**src/mcbpa_pkg.sv**
```systemverilog
// Shared types and codes for the three-class block pool allocator.
// Used by mcbpa_free_list and multi_class_block_pool_allocator_core. No dependencies.
package mcbpa_pkg;

	// Block index width that covers the largest supported pool (1024 blocks)
	localparam int unsigned IDX_W = 10;

	localparam int unsigned CFG_IDX_W = 2;

	localparam logic [CFG_IDX_W-1:0] REG_SMALL_BASE  = 2'd0;
	localparam logic [CFG_IDX_W-1:0] REG_MEDIUM_BASE = 2'd1;
	localparam logic [CFG_IDX_W-1:0] REG_LARGE_BASE  = 2'd2;

	localparam logic CMD_ALLOC = 1'b0;
	localparam logic CMD_FREE  = 1'b1;

	typedef enum logic [2:0] {
		ST_OK         = 3'd0,
		ST_EMPTY      = 3'd1,
		ST_TOO_LARGE  = 3'd2,
		ST_NULL       = 3'd3,
		ST_OOB        = 3'd4,
		ST_MISALIGNED = 3'd5,
		ST_NO_CLASS   = 3'd6
	} status_t;

	typedef enum logic [1:0] {
		CLS_SMALL  = 2'd0,
		CLS_MEDIUM = 2'd1,
		CLS_LARGE  = 2'd2,
		CLS_NONE   = 2'd3
	} size_class_t;

	// Request from the core to one free list
	typedef struct packed {
		logic             pop;
		logic             push;
		logic [IDX_W-1:0] idx;
	} fl_cmd_t;

	// State reported by one free list
	typedef struct packed {
		logic             clearing;
		logic             pending;
		logic             valid;
		logic [IDX_W-1:0] head;
	} fl_stat_t;

endpackage

```
**src/mcbpa_free_list.sv**
```systemverilog
// LIFO free list of block indices: head register plus a link memory.
// Depends on mcbpa_pkg. Rewrites the link memory once after reset.
module mcbpa_free_list
	import mcbpa_pkg::*;
#(
	parameter int unsigned BLOCKS = 32
) (
	input  logic     clk,
	input  logic     arst_n,
	input  fl_cmd_t  cmd,
	output fl_stat_t stat
);

	localparam int unsigned IW = (BLOCKS > 1) ? $clog2(BLOCKS) : 1;

	// Entry: bit IW marks the end of the list, low bits are the next index
	logic [IW:0]   mem [BLOCKS];
	logic [IW:0]   rd_q;
	logic [IW-1:0] clr_cnt_q;
	logic          clr_q;
	logic          pend_q;
	logic [IW-1:0] head_q;
	logic          valid_q;
	logic [IW-1:0] push_idx;

	assign push_idx = cmd.idx[IW-1:0];

	always_ff @(posedge clk) begin
		if (clr_q) begin
			mem[clr_cnt_q] <= {clr_cnt_q == '0, clr_cnt_q - 1'b1};
		end else if (cmd.push) begin
			mem[push_idx] <= {!valid_q, head_q};
		end
		rd_q <= mem[head_q];
	end

	always_ff @(posedge clk or negedge arst_n) begin
		if (!arst_n) begin
			clr_q     <= 1'b1;
			clr_cnt_q <= '0;
			pend_q    <= 1'b0;
			head_q    <= IW'(BLOCKS - 1);
			valid_q   <= 1'b1;
		end else begin
			if (clr_q) begin
				clr_cnt_q <= clr_cnt_q + 1'b1;
				if (clr_cnt_q == IW'(BLOCKS - 1)) begin
					clr_q <= 1'b0;
				end
			end
			pend_q <= cmd.pop;
			// rd_q holds the link of the block popped last cycle
			if (pend_q) begin
				if (rd_q[IW]) begin
					valid_q <= 1'b0;
				end else begin
					head_q <= rd_q[IW-1:0];
				end
			end else if (cmd.push) begin
				head_q  <= push_idx;
				valid_q <= 1'b1;
			end
		end
	end

	assign stat.clearing = clr_q;
	assign stat.pending  = pend_q;
	assign stat.valid    = valid_q;
	assign stat.head     = IDX_W'(head_q);

endmodule

```
**src/multi_class_block_pool_allocator_core.sv**
```systemverilog
// Allocate/free request core for three fixed-block pools with per-pool statistics.
// Depends on mcbpa_pkg and mcbpa_free_list.
// A result passes through the input register and then the result register.
// Throughput: one item per cycle while the result is not stalled; after a granted
// allocation the next item waits while the pool's link memory read returns the new head.
// Reset: async, active low; then a clearing pass rewrites the link memories, during
// which no item is accepted (config writes are).
module multi_class_block_pool_allocator_core
	import mcbpa_pkg::*;
#(
	parameter int unsigned SMALL_BLOCK_BYTES  = 64,
	parameter int unsigned SMALL_BLOCKS       = 32,
	parameter int unsigned MEDIUM_BLOCK_BYTES = 256,
	parameter int unsigned MEDIUM_BLOCKS      = 16,
	parameter int unsigned LARGE_BLOCK_BYTES  = 1024,
	parameter int unsigned LARGE_BLOCKS       = 8
) (
	input  logic                 clk,
	input  logic                 arst_n,
	input  logic                 cfg_we,
	input  logic [CFG_IDX_W-1:0] cfg_index,
	input  logic [31:0]          cfg_wdata,
	input  logic                 s_axis_tvalid,
	output logic                 s_axis_tready,
	// [31:0] req_size, [63:32] block_address
	input  logic [63:0]          s_axis_tdata,
	// [0] cmd
	input  logic                 s_axis_tuser,
	output logic                 m_axis_tvalid,
	input  logic                 m_axis_tready,
	// [2:0] status, [34:3] granted_address, [36:35] size_class, [42:37] used_blocks,
	// [48:43] peak_blocks, [80:49] total_allocs, [112:81] total_frees,
	// [144:113] total_failures, [151:145] zero
	output logic [151:0]         m_axis_tdata
);

	localparam logic [31:0] BYTES [3] = '{32'(SMALL_BLOCK_BYTES), 32'(MEDIUM_BLOCK_BYTES),
		32'(LARGE_BLOCK_BYTES)};
	localparam int unsigned SHIFT [3] = '{$clog2(SMALL_BLOCK_BYTES),
		$clog2(MEDIUM_BLOCK_BYTES), $clog2(LARGE_BLOCK_BYTES)};
	localparam logic [32:0] SPAN [3] = '{33'(SMALL_BLOCKS * SMALL_BLOCK_BYTES),
		33'(MEDIUM_BLOCKS * MEDIUM_BLOCK_BYTES), 33'(LARGE_BLOCKS * LARGE_BLOCK_BYTES)};

	logic [31:0] base_q [3];

	logic        s1_valid_q;
	logic        s1_cmd_s1;
	logic [31:0] s1_size_s1;
	logic [31:0] s1_addr_s1;

	logic [31:0] used_q  [3];
	logic [31:0] peak_q  [3];
	logic [31:0] alloc_q [3];
	logic [31:0] free_q  [3];
	logic [31:0] fail_q  [3];

	logic         out_valid_q;
	logic [151:0] out_data_q;

	fl_cmd_t  fl_cmd  [3];
	fl_stat_t fl_stat [3];

	logic        clearing;
	logic        pending;
	logic        s1_fire;

	size_class_t cls;
	logic [1:0]  sel;
	status_t     status;
	logic [31:0] grant;
	logic        alloc_ok;
	logic        free_ok;
	logic [31:0] nxt_used, nxt_peak, nxt_alloc, nxt_free, nxt_fail;

	logic [32:0]      pool_end  [3];
	logic             pool_oob  [3];
	logic [31:0]      pool_off  [3];
	logic             pool_mis  [3];
	logic [IDX_W-1:0] pool_idx  [3];
	logic [31:0]      pool_gnt  [3];

	assign clearing = fl_stat[0].clearing | fl_stat[1].clearing | fl_stat[2].clearing;
	assign pending  = fl_stat[0].pending | fl_stat[1].pending | fl_stat[2].pending;
	assign s1_fire  = s1_valid_q && !clearing && !pending && (!out_valid_q || m_axis_tready);
	assign s_axis_tready = !clearing && (!s1_valid_q || s1_fire);

	// Per-pool address checks and grant address; shifts are constant per pool
	always_comb begin
		for (int p = 0; p < 3; p++) begin
			pool_end[p] = {1'b0, base_q[p]} + SPAN[p];
			pool_oob[p] = (s1_addr_s1 < base_q[p]) || ({1'b0, s1_addr_s1} >= pool_end[p]);
			pool_off[p] = s1_addr_s1 - base_q[p];
			pool_mis[p] = (pool_off[p] & (BYTES[p] - 32'd1)) != 32'd0;
			pool_idx[p] = IDX_W'(pool_off[p] >> SHIFT[p]);
			pool_gnt[p] = base_q[p] + (32'(fl_stat[p].head) << SHIFT[p]);
		end
	end

	always_comb begin
		if (s1_size_s1 <= BYTES[0]) begin
			cls = CLS_SMALL;
		end else if (s1_size_s1 <= BYTES[1]) begin
			cls = CLS_MEDIUM;
		end else if (s1_size_s1 <= BYTES[2]) begin
			cls = CLS_LARGE;
		end else begin
			cls = CLS_NONE;
		end
		sel = (cls == CLS_NONE) ? 2'd0 : cls;

		status   = ST_OK;
		grant    = 32'd0;
		alloc_ok = 1'b0;
		free_ok  = 1'b0;
		nxt_used  = used_q[sel];
		nxt_alloc = alloc_q[sel];
		nxt_free  = free_q[sel];
		nxt_fail  = fail_q[sel];

		if (s1_cmd_s1 == CMD_ALLOC) begin
			if (cls == CLS_NONE) begin
				status = ST_TOO_LARGE;
			end else if (!fl_stat[sel].valid) begin
				status   = ST_EMPTY;
				nxt_fail = fail_q[sel] + 32'd1;
			end else begin
				alloc_ok  = 1'b1;
				grant     = pool_gnt[sel];
				nxt_used  = used_q[sel] + 32'd1;
				nxt_alloc = alloc_q[sel] + 32'd1;
			end
		end else if (s1_addr_s1 == 32'd0) begin
			status = ST_NULL;
		end else if (cls == CLS_NONE) begin
			status = ST_NO_CLASS;
		end else if (pool_oob[sel]) begin
			status = ST_OOB;
		end else if (pool_mis[sel]) begin
			status = ST_MISALIGNED;
		end else begin
			free_ok  = 1'b1;
			nxt_used = (used_q[sel] == 32'd0) ? 32'd0 : used_q[sel] - 32'd1;
			nxt_free = free_q[sel] + 32'd1;
		end
		nxt_peak = (nxt_used > peak_q[sel]) ? nxt_used : peak_q[sel];
	end

	always_comb begin
		for (int p = 0; p < 3; p++) begin
			fl_cmd[p].pop  = s1_fire && alloc_ok && (sel == 2'(p));
			fl_cmd[p].push = s1_fire && free_ok && (sel == 2'(p));
			fl_cmd[p].idx  = pool_idx[p];
		end
	end

	mcbpa_free_list #(.BLOCKS(SMALL_BLOCKS)) u_small_list (
		.clk(clk), .arst_n(arst_n), .cmd(fl_cmd[0]), .stat(fl_stat[0])
	);

	mcbpa_free_list #(.BLOCKS(MEDIUM_BLOCKS)) u_medium_list (
		.clk(clk), .arst_n(arst_n), .cmd(fl_cmd[1]), .stat(fl_stat[1])
	);

	mcbpa_free_list #(.BLOCKS(LARGE_BLOCKS)) u_large_list (
		.clk(clk), .arst_n(arst_n), .cmd(fl_cmd[2]), .stat(fl_stat[2])
	);

	// Configuration registers
	always_ff @(posedge clk or negedge arst_n) begin
		if (!arst_n) begin
			base_q[0] <= 32'd4096;
			base_q[1] <= 32'd8192;
			base_q[2] <= 32'd16384;
		end else if (cfg_we) begin
			case (cfg_index)
				REG_SMALL_BASE:  base_q[0] <= cfg_wdata;
				REG_MEDIUM_BASE: base_q[1] <= cfg_wdata;
				REG_LARGE_BASE:  base_q[2] <= cfg_wdata;
				default: ;
			endcase
		end
	end

	// Input register
	always_ff @(posedge clk or negedge arst_n) begin
		if (!arst_n) begin
			s1_valid_q <= 1'b0;
		end else if (s_axis_tready) begin
			s1_valid_q <= s_axis_tvalid;
		end
	end

	always_ff @(posedge clk) begin
		if (s_axis_tready && s_axis_tvalid) begin
			s1_cmd_s1  <= s_axis_tuser;
			s1_size_s1 <= s_axis_tdata[31:0];
			s1_addr_s1 <= s_axis_tdata[63:32];
		end
	end

	// Pool statistics
	always_ff @(posedge clk or negedge arst_n) begin
		if (!arst_n) begin
			for (int p = 0; p < 3; p++) begin
				used_q[p]  <= 32'd0;
				peak_q[p]  <= 32'd0;
				alloc_q[p] <= 32'd0;
				free_q[p]  <= 32'd0;
				fail_q[p]  <= 32'd0;
			end
		end else if (s1_fire && (cls != CLS_NONE)) begin
			used_q[sel]  <= nxt_used;
			peak_q[sel]  <= nxt_peak;
			alloc_q[sel] <= nxt_alloc;
			free_q[sel]  <= nxt_free;
			fail_q[sel]  <= nxt_fail;
		end
	end

	// Result register
	always_ff @(posedge clk or negedge arst_n) begin
		if (!arst_n) begin
			out_valid_q <= 1'b0;
		end else if (s1_fire) begin
			out_valid_q <= 1'b1;
		end else if (m_axis_tready) begin
			out_valid_q <= 1'b0;
		end
	end

	always_ff @(posedge clk) begin
		if (s1_fire) begin
			if (cls == CLS_NONE) begin
				out_data_q <= {7'd0, 32'd0, 32'd0, 32'd0, 6'd0, 6'd0, cls, grant, status};
			end else begin
				out_data_q <= {7'd0, nxt_fail, nxt_free, nxt_alloc, nxt_peak[5:0],
					nxt_used[5:0], cls, grant, status};
			end
		end
	end

	assign m_axis_tvalid = out_valid_q;
	assign m_axis_tdata  = out_data_q;

`ifndef SYNTHESIS
	// No item enters while the link memories are being rewritten
	a_no_accept_clearing: assert property (@(posedge clk) disable iff (!arst_n)
		clearing |-> !s_axis_tready)
		else $error("item accepted during link memory clearing");

	// A granted allocation blocks processing for the link read cycle
	a_pop_gap: assert property (@(posedge clk) disable iff (!arst_n)
		(s1_fire && alloc_ok) |=> !s1_fire)
		else $error("request processed before the popped head was updated");

	// Only a successful request reports a nonzero grant
	a_grant_zero: assert property (@(posedge clk) disable iff (!arst_n)
		(m_axis_tvalid && (m_axis_tdata[2:0] != ST_OK)) |-> (m_axis_tdata[34:3] == 32'd0))
		else $error("nonzero grant on a failed request");

	// At most one pop or push reaches the three free lists together
	a_one_op: assert property (@(posedge clk) disable iff (!arst_n)
		$countones({fl_cmd[0].pop, fl_cmd[0].push, fl_cmd[1].pop, fl_cmd[1].push,
			fl_cmd[2].pop, fl_cmd[2].push}) <= 1)
		else $error("more than one free list operation in a cycle");
`endif

endmodule

```
**config.mk**
```make
export PLATFORM = sky130hd
export DESIGN_NAME = multi_class_block_pool_allocator_core
export DESIGN_NICKNAME = d
export VERILOG_FILES = /design/src/mcbpa_pkg.sv /design/src/mcbpa_free_list.sv /design/src/multi_class_block_pool_allocator_core.sv
export SDC_FILE = /design/constraint.sdc
export NUM_CORES = 2
export LEC_CHECK = 0
export BUFFER_PORTS_ARGS = -buffer_cell sky130_fd_sc_hd__buf_2
export CAP_MARGIN = 20
export CORE_ASPECT_RATIO = 1.2
export CORE_MARGIN = 8
export CORE_UTILIZATION = 40
export DETAILED_ROUTE_END_ITERATION = 16
export GPL_TIMING_DRIVEN = 0
export PLACE_DENSITY_LB_ADDON = 0.12
export SKIP_CTS_REPAIR_TIMING = 1
export SYNTH_ARGS = -nofsm -noshare
export SYNTH_HDL_FRONTEND = slang
export SYNTH_SLANG_ARGS = --single-unit
```
**constraint.sdc**
```tcl
create_clock -name clk -period 16.18 [get_ports clk]
set_input_delay 3.236 -clock clk [delete_from_list [all_inputs] [get_ports clk]]
set_output_delay 3.236 -clock clk [all_outputs]
set_load 0.005 [all_outputs]
```
=== After elaboration in Yosys (flattened, before gate mapping) ===
Memory sizes are Yosys's and may differ from the RTL's. A register that Yosys moved wholly into a read port is not among the register bits.
Cells that the tools add are included.

* Register bits after elaboration: 828
* RAM bits: 304
* Logic and storage cells: 274
* Input bits: 104
* Output and inout bits: 154
* Memories kept: 3

{| class="wikitable"
|+ Memories
! memory !! words !! bits a word !! rd ports !! clocked after Yosys merged registers in !! wr ports !! line !! RTL
|-
| u_small_list.mem || 32 || 6 || 1 || 1 || 1 || mcbpa_free_list.sv:17 || <nowiki>logic [IW:0] mem [BLOCKS];</nowiki>
|-
| u_medium_list.mem || 16 || 5 || 1 || 1 || 1 || mcbpa_free_list.sv:17 ||
|-
| u_large_list.mem || 8 || 4 || 1 || 1 || 1 || mcbpa_free_list.sv:17 ||
|}

* Reductions and logical operators: 53
* Equality and inequality tests: 15
* Bitwise logic cells: 5
* Muxes and demuxes: 126
* Order comparisons: 12
* Add/sub/neg operators: 20

{| class="wikitable"
|+ Operator list
! operator !! number
|-
| 32-bit 2-to-1 mux || 36
|-
| 96-bit bitwise mux || 5
|-
| 32-bit binary-select mux with 2-bit select || 6
|-
| 32-bit by 1-bit adder with 32-bit output (second input constant) || 4
|-
| 32-bit by 33-bit greater-or-equal comparator with 1-bit output || 3
|-
| 32-bit less-than comparator || 3
|-
| 32-bit nonzero test || 3
|-
| 32-bit demux with 2-bit select || 1
|-
| 32-bit zero test || 2
|-
| 1-bit 2-to-1 mux || 49
|-
| 32-bit by 12-bit adder with 33-bit output (second input constant) || 1
|-
| 32-bit by 13-bit adder with 33-bit output (second input constant) || 1
|-
| 32-bit by 14-bit adder with 33-bit output (second input constant) || 1
|-
| 32-bit by 11-bit adder with 32-bit output || 1
|-
| 32-bit by 12-bit adder with 32-bit output || 1
|-
| 32-bit by 13-bit adder with 32-bit output || 1
|-
| 32-bit > comparator || 1
|-
| 32-bit by 11-bit less-or-equal comparator with 1-bit output (second input constant) || 1
|-
| 32-bit by 7-bit less-or-equal comparator with 1-bit output (second input constant) || 1
|-
| 32-bit by 9-bit less-or-equal comparator with 1-bit output (second input constant) || 1
|-
| 32-bit by 1-bit subtractor with 32-bit output (second input constant) || 1
|-
| 3-bit 2-to-1 mux || 9
|-
| 13-bit binary-select mux with 2-bit select || 1
|-
| 5-bit 2-to-1 mux || 5
|-
| 37 further kinds || 93
|}

=== Depth between registers and ports, before layout ===
* Depth after elaboration: 22
* Gate-level depth with buffers: 39

=== By module ===
A second synthesis with hierarchy kept.

* Cells, all modules: 5555
* Area, all modules: 60319.1 µm²

{| class="wikitable"
|+ By module, submodules not included
! module !! area an instance (µm²) !! cells an instance !! instances
|-
| multi_class_block_pool_allocator_core || 45870.2 || 4767 || 1
|-
| mcbpa_free_list (u_small_list) || 8521.9 || 423 || 1
|-
| mcbpa_free_list (u_medium_list) || 3950.0 || 240 || 1
|-
| mcbpa_free_list (u_large_list) || 1976.9 || 125 || 1
|}

=== Worst setup path before layout ===
OpenSTA, ideal clock, no wires.

* Path type: input-to-reg
* Start: input m_axis_tready
* End: memory u_small_list.mem[0][5] (netlist bit), data pin
* Slack: 7.055 ns
* Required time: 15.726 ns
* Path buffers: 3
* Cell stages on the path: 8
* Arrival: 8.671 ns
* Cell sequence: nand2b_1 > nand3_1 > inv_1 > nand4_1 > buf_2 > buf_2 > buf_2 > o21ai_0

* Word-level cells in the longest chain between the ends: 9

{| class="wikitable"
|+ Ends and longest elaborated chain
! item !! line !! RTL
|-
| start, declared || multi_class_block_pool_allocator_core.sv:30 || <nowiki>input logic m_axis_tready,</nowiki>
|-
| 1-bit logical OR || multi_class_block_pool_allocator_core.sv:84 || <nowiki>assign s1_fire = s1_valid_q && !clearing && !pending && (!out_valid_q || m_axis_tready);</nowiki>
|-
| 1-bit logical AND || multi_class_block_pool_allocator_core.sv:84 ||
|-
| net s1_fire || multi_class_block_pool_allocator_core.sv:65 || <nowiki>logic s1_fire;</nowiki>
|-
| 1-bit logical AND (2 in series) || multi_class_block_pool_allocator_core.sv:151 || <nowiki>fl_cmd[p].push = s1_fire && free_ok && (sel == 2'(p));</nowiki>
|-
| 1-bit 2-to-1 mux || mcbpa_free_list.sv:31 || <nowiki>end else if (cmd.push) begin</nowiki>
|-
| 1-bit 2-to-1 mux || mcbpa_free_list.sv:29 || <nowiki>if (clr_q) begin</nowiki>
|-
| 1-bit 2-to-1 mux (not written as such) || mcbpa_free_list.sv:32 || <nowiki>mem[push_idx] <= {!valid_q, head_q};</nowiki>
|-
| 6-bit OR reduction (no line) || n/a ||
|-
| 6-bit 2-to-1 mux (no line) || n/a ||
|-
| end, declared || mcbpa_free_list.sv:17 ||
|}

The timed path passes the listed nets, and every way through them passes these cells.

=== Final worst setup path ===
* Start: register s1_size_s1[29]
* End: register peak_q[71] (netlist bit)

* Word-level cells in the longest chain between the ends: 20

{| class="wikitable"
|+ Ends and longest elaborated chain
! item !! line !! RTL
|-
| start, declared || multi_class_block_pool_allocator_core.sv:48 || <nowiki>logic [31:0] s1_size_s1;</nowiki>
|-
| start signal, assigned || multi_class_block_pool_allocator_core.sv:196 || <nowiki>s1_size_s1 <= s_axis_tdata[31:0];</nowiki>
|-
| 32-bit by 11-bit less-or-equal comparator with 1-bit output || multi_class_block_pool_allocator_core.sv:104 || <nowiki>end else if (s1_size_s1 <= BYTES[2]) begin</nowiki>
|-
| 1-bit 2-to-1 mux || multi_class_block_pool_allocator_core.sv:104 ||
|-
| 2-bit 2-to-1 mux || multi_class_block_pool_allocator_core.sv:102 || <nowiki>end else if (s1_size_s1 <= BYTES[1]) begin</nowiki>
|-
| 2-bit 2-to-1 mux (*) || multi_class_block_pool_allocator_core.sv:100 || <nowiki>if (s1_size_s1 <= BYTES[0]) begin</nowiki>
|-
| 2-bit equality test || multi_class_block_pool_allocator_core.sv:109, multi_class_block_pool_allocator_core.sv:121, multi_class_block_pool_allocator_core.sv:134 ||
|-
| 2-bit 2-to-1 mux || multi_class_block_pool_allocator_core.sv:109 || <nowiki>sel = (cls == CLS_NONE) ? 2'd0 : cls;</nowiki>
|-
| 2-bit inverter with 3-bit output (not written as such) || n/a ||
|-
| 32-bit binary-select mux with 2-bit select || multi_class_block_pool_allocator_core.sv:115, multi_class_block_pool_allocator_core.sv:129, multi_class_block_pool_allocator_core.sv:142 ||
|-
| [4 not listed] || n/a ||
|-
| 32-bit 2-to-1 mux || multi_class_block_pool_allocator_core.sv:138 || <nowiki>end else if (pool_mis[sel]) begin</nowiki>
|-
| 32-bit 2-to-1 mux || multi_class_block_pool_allocator_core.sv:136 || <nowiki>end else if (pool_oob[sel]) begin</nowiki>
|-
| 32-bit 2-to-1 mux || multi_class_block_pool_allocator_core.sv:134 || <nowiki>end else if (cls == CLS_NONE) begin</nowiki>
|-
| 32-bit 2-to-1 mux || multi_class_block_pool_allocator_core.sv:132 || <nowiki>end else if (s1_addr_s1 == 32'd0) begin</nowiki>
|-
| 32-bit 2-to-1 mux || multi_class_block_pool_allocator_core.sv:120 || <nowiki>if (s1_cmd_s1 == CMD_ALLOC) begin</nowiki>
|-
| 32-bit > comparator || multi_class_block_pool_allocator_core.sv:145 || <nowiki>nxt_peak = (nxt_used > peak_q[sel]) ? nxt_used : peak_q[sel];</nowiki>
|-
| 32-bit 2-to-1 mux || multi_class_block_pool_allocator_core.sv:145 ||
|-
| 96-bit bitwise mux || multi_class_block_pool_allocator_core.sv:213 || <nowiki>peak_q[sel] <= nxt_peak;</nowiki>
|-
| end signal, assigned by index || multi_class_block_pool_allocator_core.sv:213 ||
|-
| end, declared || multi_class_block_pool_allocator_core.sv:52 || <nowiki>logic [31:0] peak_q [3];</nowiki>
|}

Mark *: on every way between the ends. The rest lies on a longest branch, timed or not. The select of a mux whose other input is x is not followed.
A chain may end at the register's enable or synchronous reset.

==> results.yml <==
yosys:
  ys_seq_area_frac: 0.5307
  synth_fa_ha_area_frac: 0.04893
  synth_compound_area_frac: 0.1060
  synth.area.mux_share: 0.09718
  synth.distinct_cells: 131
  ys.flop_type: "dfrtp_1"
  avgSynthCellArea_um2: 10.97
  synth-xor-area-share: 0.03995
  syn_area_um2: 58510
  yosys.area_share.simple: 0.1425
  yosysTopAreaCellShare: 0.2638
  syn_inst: 5331
  async_flop_share: 0.5360
  synth_edf_count: 514
  synth_area_leaders: "edfxtp_1 26%, dfrtp_1 25%, nand2_1 5.4%"
  yosysTopAreaCell: "edfxtp_1"
  synth_top_family_by_area: "simple AND/OR/NAND/NOR gates"
  ys_warn_count: 0
  ys_ff_latch: 1140
floorplan:
  ios: 258
  die_h_um: 435.0
  start_util: 0.4032
  coreArea_um2: 145100
  num_rows: 153
  die_area_um2: 158800
  dieWidth_um: 365.1
sta:
  finalSetupViolCount: 0
  worstMarginPinSlew_ps: 1332
  hold_viol: 0
  period_minus_slack_ps: 12130
  timing.slew.headroom: 0.1123
  finClkSkew_ps: 52.11
  slew_viol_final: 0
  fin_ws_ps: 4047
  rsz0062_at_grt: "no"
  fmax_ghz: 0.08242
  post-route-period-util: 0.7499
finish:
  area_growth_pct: 14.03
  fin_cells: 7777
  layout-drive-gt1-share: 0.1581
  nNetsFinal: 6062
  fill_cells: 13760
  regArea_um2: 31050
  multi_input_area_um2: 25510
  design_area_um2: 66720
hold_path:
  min_path_cells: 2
  hold-path-endpoint: "u_medium_list.head_q[1]$_DFFE_PN1P_"
  hold_class: "reg2reg"
  worstHoldStart: "u_medium_list.rd_q[1]$_DFF_P_"
clocking:
  clock_latency_ps: 780
  path_clk_slew_ps: 70
  clockBufferDepth: 3
  cts.sinks: 1140
  htreeDepth: 3
  numCtsBuffers: 117
  cts_root_buf: "clkbuf_16"
  cts_tree: "built"
grt:
  grt_max_degree: 119
  antenna_found_initial: 14
  grt.overflow.total: 0
  grt_use_total: 0.2430
  grt_pass1_vias: 43350
  grt_pass1_wl_um: 291100
setup_path:
  worst-setup-path-type: "reg2reg"
  critical_path_buf_inv_count: 12
  r2r_end: "peak_q[71]$_DFFE_PN0P_"
  reg2reg_slack_ps: 4050
  crit_path_start_kind: "flip-flop"
  required_ps: 16810
  cp_max_fo: 10
  slowest_delay_ps: 880
  worst_path_dominant_cell_family: "buffers and inverters"
  r2r_cells: 28
  rr_startpoint: "s1_size_s1[29]$_DFFE_PP_"
  worst_path_most_repeated_cell: "buf_2"
  cp_data_arrival_time_ps: 12760
  slowest_stage: "a2111oi_2"
  cp-end-kind: "flip-flop"
placed_design:
  dpl_cell_area_um2: 62680
  place_ws_ps: 4312
  dp_hpwl_um: 148100
  gp_congestion: 0.9525
  place_inst: 7548
  portBuffers: 250
detailed_routing:
  first_iter_violations: 3770
  wl_per_cell_um: 25.35
  via_count: 43470
  wl_um: 197100
  drc: 0
  ant_nets: 0
  avgViaCountPerCell: 5.589
  first_pass_iters: 8
pwr:
  cellLeakagePower_nw: 26.44
  p_per_area_nw_per_um2: 111.3
  total_power_mw: 7.424
  peakVddDrop_mv: 0.1138
run:
  cap_violations: 0
outcome:
  status: "complete, no violations"
[routing by layer]
metal	GRT usage	wire, um
met1	0.3104	80220
met2	0.4103	96640
met3	0.03233	10850
met4	0.1083	9388
met5	0	28
[placed cells by master (no fill, tap or decap), types with 163 or more instances in the layout]
cell type,synthesis,final
ha_1,224,224
clkbuf_1,183,205
nor2_1,427,427
mux2_2,163,163
xnor2_1,202,202
nand2_1,838,838
mux2i_1,171,171
o21ai_0,410,406
dfrtp_1,590,590
edfxtp_1,514,514
a21oi_1,219,214
buf_2,32,281
[where the power goes]
group	internal, mW	total, mW	switching [mW]	leakage (nW)
Clock	1.63	2.86	1.23	1.93
Sequential	3.25	3.39	0.138	13.3
Combinational	0.436	1.18	0.746	11.2
[state kept, by name (all words and copies together), names as in the netlist, 4 cells and up]
| register | cells |
|---|---|
| u_large_list.mem | 32 |
| u_small_list.rd_q | 6 |
| s1_addr_s1 | 32 |
| u_medium_list.mem | 80 |
| u_small_list.mem | 192 |
| u_small_list.head_q | 5 |
| m_axis_tdata | 145 |
| u_medium_list.rd_q | 5 |
| used_q | 96 |
| s1_size_s1 | 32 |
| peak_q | 96 |
| u_medium_list.head_q | 4 |
| base_q | 96 |
| u_large_list.rd_q | 4 |
| u_medium_list.clr_cnt_q | 4 |
| alloc_q | 96 |
| u_small_list.clr_cnt_q | 5 |
| free_q | 96 |
| fail_q | 96 |
[cells by family after synthesis]
group           after synthesis
other cells                   1
simple gates               1819
xor+xnor                    266
flops                      1140
mux                         430
buf+inv                     445
compound gates             1003
fa+ha+maj                   227
[layout make-up]
type	instances	area share
sequential	1140	0.4654
multi-input combinational	3752	0.3823
clock buffer	145	0.04670
tap	1937	0.03633
timing repair buffer	275	0.02513
buffer	288	0.02153
clock inverter	76	0.01335
inverter	157	0.008946
antenna	7	0.0002626
[worst reg2reg max path: cells and delay by family (launching register included)]
family,cells,cell delay (ps)
AO/OA/AOI/OAI,8,2830
adder cells (fa/ha/maj),2,840
buffers and inverters,12,6200
flip-flops,1,350
multiplexers,1,340
AND/OR/NAND/NOR,5,1460
[worst max path at each step]
stage / start / endpoint / cells past startpoint
final: s1_size_s1[29]$_DFFE_PP_ / peak_q[71]$_DFFE_PN0P_ / 28
after CTS: s1_size_s1[29]$_DFFE_PP_ / peak_q[85]$_DFFE_PN0P_ / 28
after detailed placement: s1_size_s1[29]$_DFFE_PP_ / peak_q[85]$_DFFE_PN0P_ / 28
after floorplan: m_axis_tready / u_small_list.mem[0][5]$_DFFE_PP_ / 8
after global routing: s1_size_s1[29]$_DFFE_PP_ / peak_q[71]$_DFFE_PN0P_ / 28
after global placement: arst_n / peak_q[20]$_DFFE_PN0P_ / 1
[synthesized netlist by cell type, types with 63 or more instances]
master and number:
mux2_2 163, nor2_1 427, dfrtp_1 590, mux2i_1 171, inv_1 155, mux4_2 93
xnor2_1 202, nand4_1 68, ha_1 224, nand3_1 101, clkbuf_1 183, edfxtp_1 514
nor3_1 91, xor2_1 63, nand2_1 838, a21oi_1 219, o21ai_0 410
[metrics by stage]
step	TNS (ps)	utilization	hold slack [ps]
detailed placement	0	0.4320	458.7
finish	0	0.4598	471.2
CTS	0	0.4596	467.6
global placement	-1016140	0.4287	442.0
global route	0	0.4597	492.2
floorplan	0	-	402.4
Note: power is estimated with default switching activity, not from simulation.
